**src/design/tmtf_pkg.sv**
```systemverilog
// Package for the texture memory texel fetch block: beat types and code constants.
// Used by tmtf_out_buf and texture_memory_texel_fetch; depends on nothing else.
`default_nettype none

package tmtf_pkg;

    localparam int MEMORY_BYTES_DEF = 4096;
    localparam int PALETTE_BASE_DEF = 2048;

    localparam logic [1:0] OP_WRITE_BYTE  = 2'd0;
    localparam logic [1:0] OP_WRITE_ENTRY = 2'd1;
    localparam logic [1:0] OP_FETCH       = 2'd2;

    localparam logic [1:0] SIZE_4  = 2'd0;
    localparam logic [1:0] SIZE_8  = 2'd1;
    localparam logic [1:0] SIZE_16 = 2'd2;
    localparam logic [1:0] SIZE_32 = 2'd3;

    localparam logic [2:0] FMT_YUV = 3'd1;
    localparam logic [2:0] FMT_CI  = 3'd2;

    typedef struct packed {
        logic [1:0]  op;
        logic [11:0] address;
        logic [7:0]  write_byte;
        logic [7:0]  entry_index;
        logic [15:0] entry_color;
        logic [1:0]  texel_size;
        logic [2:0]  texel_format;
        logic        low_nibble;
        logic [3:0]  palette_select;
    } in_t;

    typedef struct packed {
        logic [31:0] texel_bits;
        logic [1:0]  out_size;
        logic [2:0]  out_format;
        logic [7:0]  luma;
        logic [7:0]  chroma_u;
        logic [7:0]  chroma_v;
    } out_t;

endpackage

`default_nettype wire

```
**src/design/tmtf_out_buf.sv**
```systemverilog
// Output register stage for the texel fetch results.
// Depends on tmtf_pkg for the result beat type.
`default_nettype none

module tmtf_out_buf (
    input  wire logic          clk,
    input  wire logic          rst_n,
    input  wire logic          push_valid,
    input  wire tmtf_pkg::out_t push_data,
    output logic               push_ready,
    output logic               out_valid,
    input  wire logic          out_ready,
    output tmtf_pkg::out_t     out_data
);

    logic           valid_reg;
    tmtf_pkg::out_t data_reg;

    assign push_ready = !valid_reg || out_ready;
    assign out_valid  = valid_reg;
    assign out_data   = data_reg;

    always_ff @(posedge clk or negedge rst_n)
    begin
        if (!rst_n)
        begin
            valid_reg <= 1'b0;
        end
        else if (push_ready)
        begin
            valid_reg <= push_valid;
        end
    end

    always_ff @(posedge clk)
    begin
        if (push_valid && push_ready)
        begin
            data_reg <= push_data;
        end
    end

endmodule

`default_nettype wire
```
**config.mk**
```make
export PLATFORM = sky130hd
export DESIGN_NAME = tmtf_out_buf
export DESIGN_NICKNAME = d
export VERILOG_FILES = /design/src/design/tmtf_pkg.sv /design/src/design/tmtf_out_buf.sv
export SDC_FILE = /design/constraint.sdc
export NUM_CORES = 1
export LEC_CHECK = 0
export BUFFER_PORTS_ARGS = -buffer_cell sky130_fd_sc_hd__clkbuf_2
export CAP_MARGIN = 20
export CORE_ASPECT_RATIO = 1.1
export CORE_UTILIZATION = 43
export DETAILED_ROUTE_END_ITERATION = 10
export PLACE_DENSITY = 0.87
export SYNTH_ARGS = -nofsm -noshare
export SYNTH_HDL_FRONTEND = slang
export SYNTH_SLANG_ARGS = --single-unit
```
**constraint.sdc**
```tcl
create_clock -name clk -period 3.4 [get_ports clk]
set_input_delay 0.34 -clock clk [delete_from_list [all_inputs] [get_ports clk]]
set_output_delay 0.34 -clock clk [all_outputs]
set_load 0.1 [all_outputs]
```
==> flow_metrics.env <==
export IMPL_outcome="complete, no violations"
export IMPL_syn_mean_instance_area_um2=29.0
export IMPL_dpl_cell_area_mm2=0.00259
export IMPL_clock_root_buffer="clkbuf_8"
export IMPL_start_util=0.462
export IMPL_wl_per_cell_um=15.3
export IMPL_critPathMaxStageDelay_ns=0.45
export IMPL_ios=128
export IMPL_netlist_area_leader_share=0.971
export IMPL_syn_nets=130
export IMPL_p_leak_nw=1.23
export IMPL_worstPathMaxFanout=3
export IMPL_gp_congestion=0.651
export IMPL_drt_iter0_drc=46
export IMPL_core_area_mm2=0.00408
export IMPL_h_tree_depth=3
export IMPL_fin_nets=269
export IMPL_max_freq_mhz=615
export IMPL_post_dp_hpwl_um=2790
export IMPL_finalWirelength_um=4000
export IMPL_grt_use_total=0.185
export IMPL_drc_errors=0
export IMPL_drt_vias_per_instance=4.53
export IMPL_clk_latency_ns=0.32
export IMPL_finalWorstSetupSlack_ns=1.77
export IMPL_slew_violations=0
export IMPL_synth_ff_type="edfxtp_1"
export IMPL_timing_final_crit_share=0.478
export IMPL_rsz0062_at_grt="false"
export IMPL_multi_input_area_um2=28.8
export IMPL_yosysWarnings=0
export IMPL_clock_sinks=62
export IMPL_path_cells="nand2b_4, clkbuf_2"
export IMPL_fin_cells=261
export IMPL_via_count=1183
export IMPL_dr_pass1_iters=4
export IMPL_synth_distinct_cells=5
export IMPL_critPathSlowestCell="clkbuf_2"
export IMPL_grt_pass1_vias=1240
export IMPL_fin_util=0.677
export IMPL_synth_area_leaders="edfxtp_1 97%, dfrtp_1 1.3%, nand2b_4 0.73%"
export IMPL_critPathKind="register to output pin"
export IMPL_ir_drop_mv=0.502
export IMPL_worst_setup_path_start_kind="register"
export IMPL_tritoncts="yes"
export IMPL_dieArea_mm2=0.00465
export IMPL_synth_edf_count=61
export IMPL_clock_path_buffers=2
export IMPL_ys_async_sr_fraction=0.0161
export IMPL_grt_antenna_before_repair=0
export IMPL_yosysMostFrequentCell="edfxtp_1"
export IMPL_grt_first_pass_wirelength_um=5730
export IMPL_hp_class="primary input to register"
export IMPL_seqCellArea_mm2=0.00186
export IMPL_route_antenna_remaining_nets=0
export IMPL_netlist_instances=65
export IMPL_hold_viol_final=0
export IMPL_worstPathArrival_ns=1.29
export IMPL_post_place_ws_ns=1.81
export IMPL_cts_buffers=9
export IMPL_antenna_cells=0
export IMPL_place_inst=244
export IMPL_die_h_um=71.5
export IMPL_tightest_slew_ns=0.760
export IMPL_stdcell_area_mm2=0.00276
export IMPL_rows=24
export IMPL_setup_violations=0
export IMPL_grt_remaining_overflow=0
export IMPL_cap_violations=0
export IMPL_grt_max_degree=62
export IMPL_yosysSeqAreaShare=0.985
export IMPL_die_w_um=65.1
export IMPL_power_density_mw_per_mm2=665
export IMPL_tns_ns=0
export IMPL_synth_seq_cells=62
export IMPL_numPortBuffers=127
export IMPL_cp_required_ns=3.06
export IMPL_clk_pin_slew_ns=0.07
export IMPL_fin_crit_ns=1.63
export IMPL_worst_clock_skew_ns=0.00610
export IMPL_end_kind="output pin"
export IMPL_syn_to_final_growth_pct=46.6
export IMPL_drive_above_1_share=0.684
export IMPL_synth_top_cells_by_count="61 x edfxtp_1, 1 x and2_4, 1 x dfrtp_1, 1 x nand2b_1, 1 x nand2b_4"
export IMPL_yosysTopAreaCell="edfxtp_1"
export IMPL_syn_cell_area_mm2=0.00189
export IMPL_relSlewSlack=0.493
export IMPL_fillers=287
==> kinds of logic (layout without fill, tap and decap cells) <==
family / after synthesis / count (layout) / synth area share
buffers and inverters: 0 / 144 / 0
flip-flops: 62 / 62 / 0.985
AND/OR/NAND/NOR: 3 / 3 / 0.0153
==> per-layer routing <==
metal | wire length (um) | global-route usage | vias up
met5 | 0 | 0 | -
met4 | 83 | 0.0990 | 0
met3 | 506 | 0.119 | 8
met2 | 2070 | 0.309 | 83
met1 | 1340 | 0.169 | 553
li1 | - | - | 539
==> power breakdown <==
group          switching [mW]  internal (mW)  total (mW)  leakage, nW
sequential             0.0116          0.891       0.903        0.592
combinational           0.338         0.0529       0.391        0.547
clock                   0.262          0.281       0.543       0.0861
==> flip-flops by register name, indices dropped and copies added (netlist names) <==
signal,cells
out_data,61
out_valid,1
==> cell type report <==
cell class | instances | area share
Clock buffer | 12 | 0.0525
Clock inverter | 4 | 0.00815
Multi-Input combinational cell | 3 | 0.0104
Sequential cell | 62 | 0.672
Tap cell | 52 | 0.0235
Timing Repair Buffer | 128 | 0.234
==> worst paths after layout <==
check,start,to,slack (ns),cells after the start
setup / recovery,out_valid,push_ready,1.77,2
hold / removal,push_data[16],out_data[16],0.18,1
setup reg to reg,out_valid,out_data[5],1.85,2
hold reg to reg,out_valid,out_valid,0.59,2
max in group asynchronous,rst_n,out_valid,3.00,2
min in group asynchronous,rst_n,out_valid,0.31,2
==> worst max-delay path: cells and delay by family (launching register included) <==
family	cells	cell delay, ns
buffers and inverters	1	0.45
DFF	1	0.42
and+or+nand+nor	1	0.09
==> layout by cell type, fill, tap and decap left out <==
master	n
clkbuf_2	127
edfxtp_1	61
clkbuf_8	10
clkinv_2	3
clkbuf_1	2
nand2b_4	1
nand2b_1	1
and2_4	1
clkinvlp_4	1
dlygate4sd3_1	1
dfrtp_1	1
==> repair_timing <==
item	4_1_cts	5_1_grt
resized for setup	0	0
hold buffers	1	0
hold endpoints to repair	1	0
endpoints found under the setup margin	0	0
setup buffers	0	0
==> per-stage QoR <==
stage                     total power, mW  hold WS [ns]
after floorplan                      1.23        0.0444
after global placement               1.30         0.122
after detailed placement             1.31         0.118
after CTS                            1.85         0.170
after global routing                 1.89         0.164
final                                1.84         0.185
No activity file was read; power rests on OpenSTA's default activity.
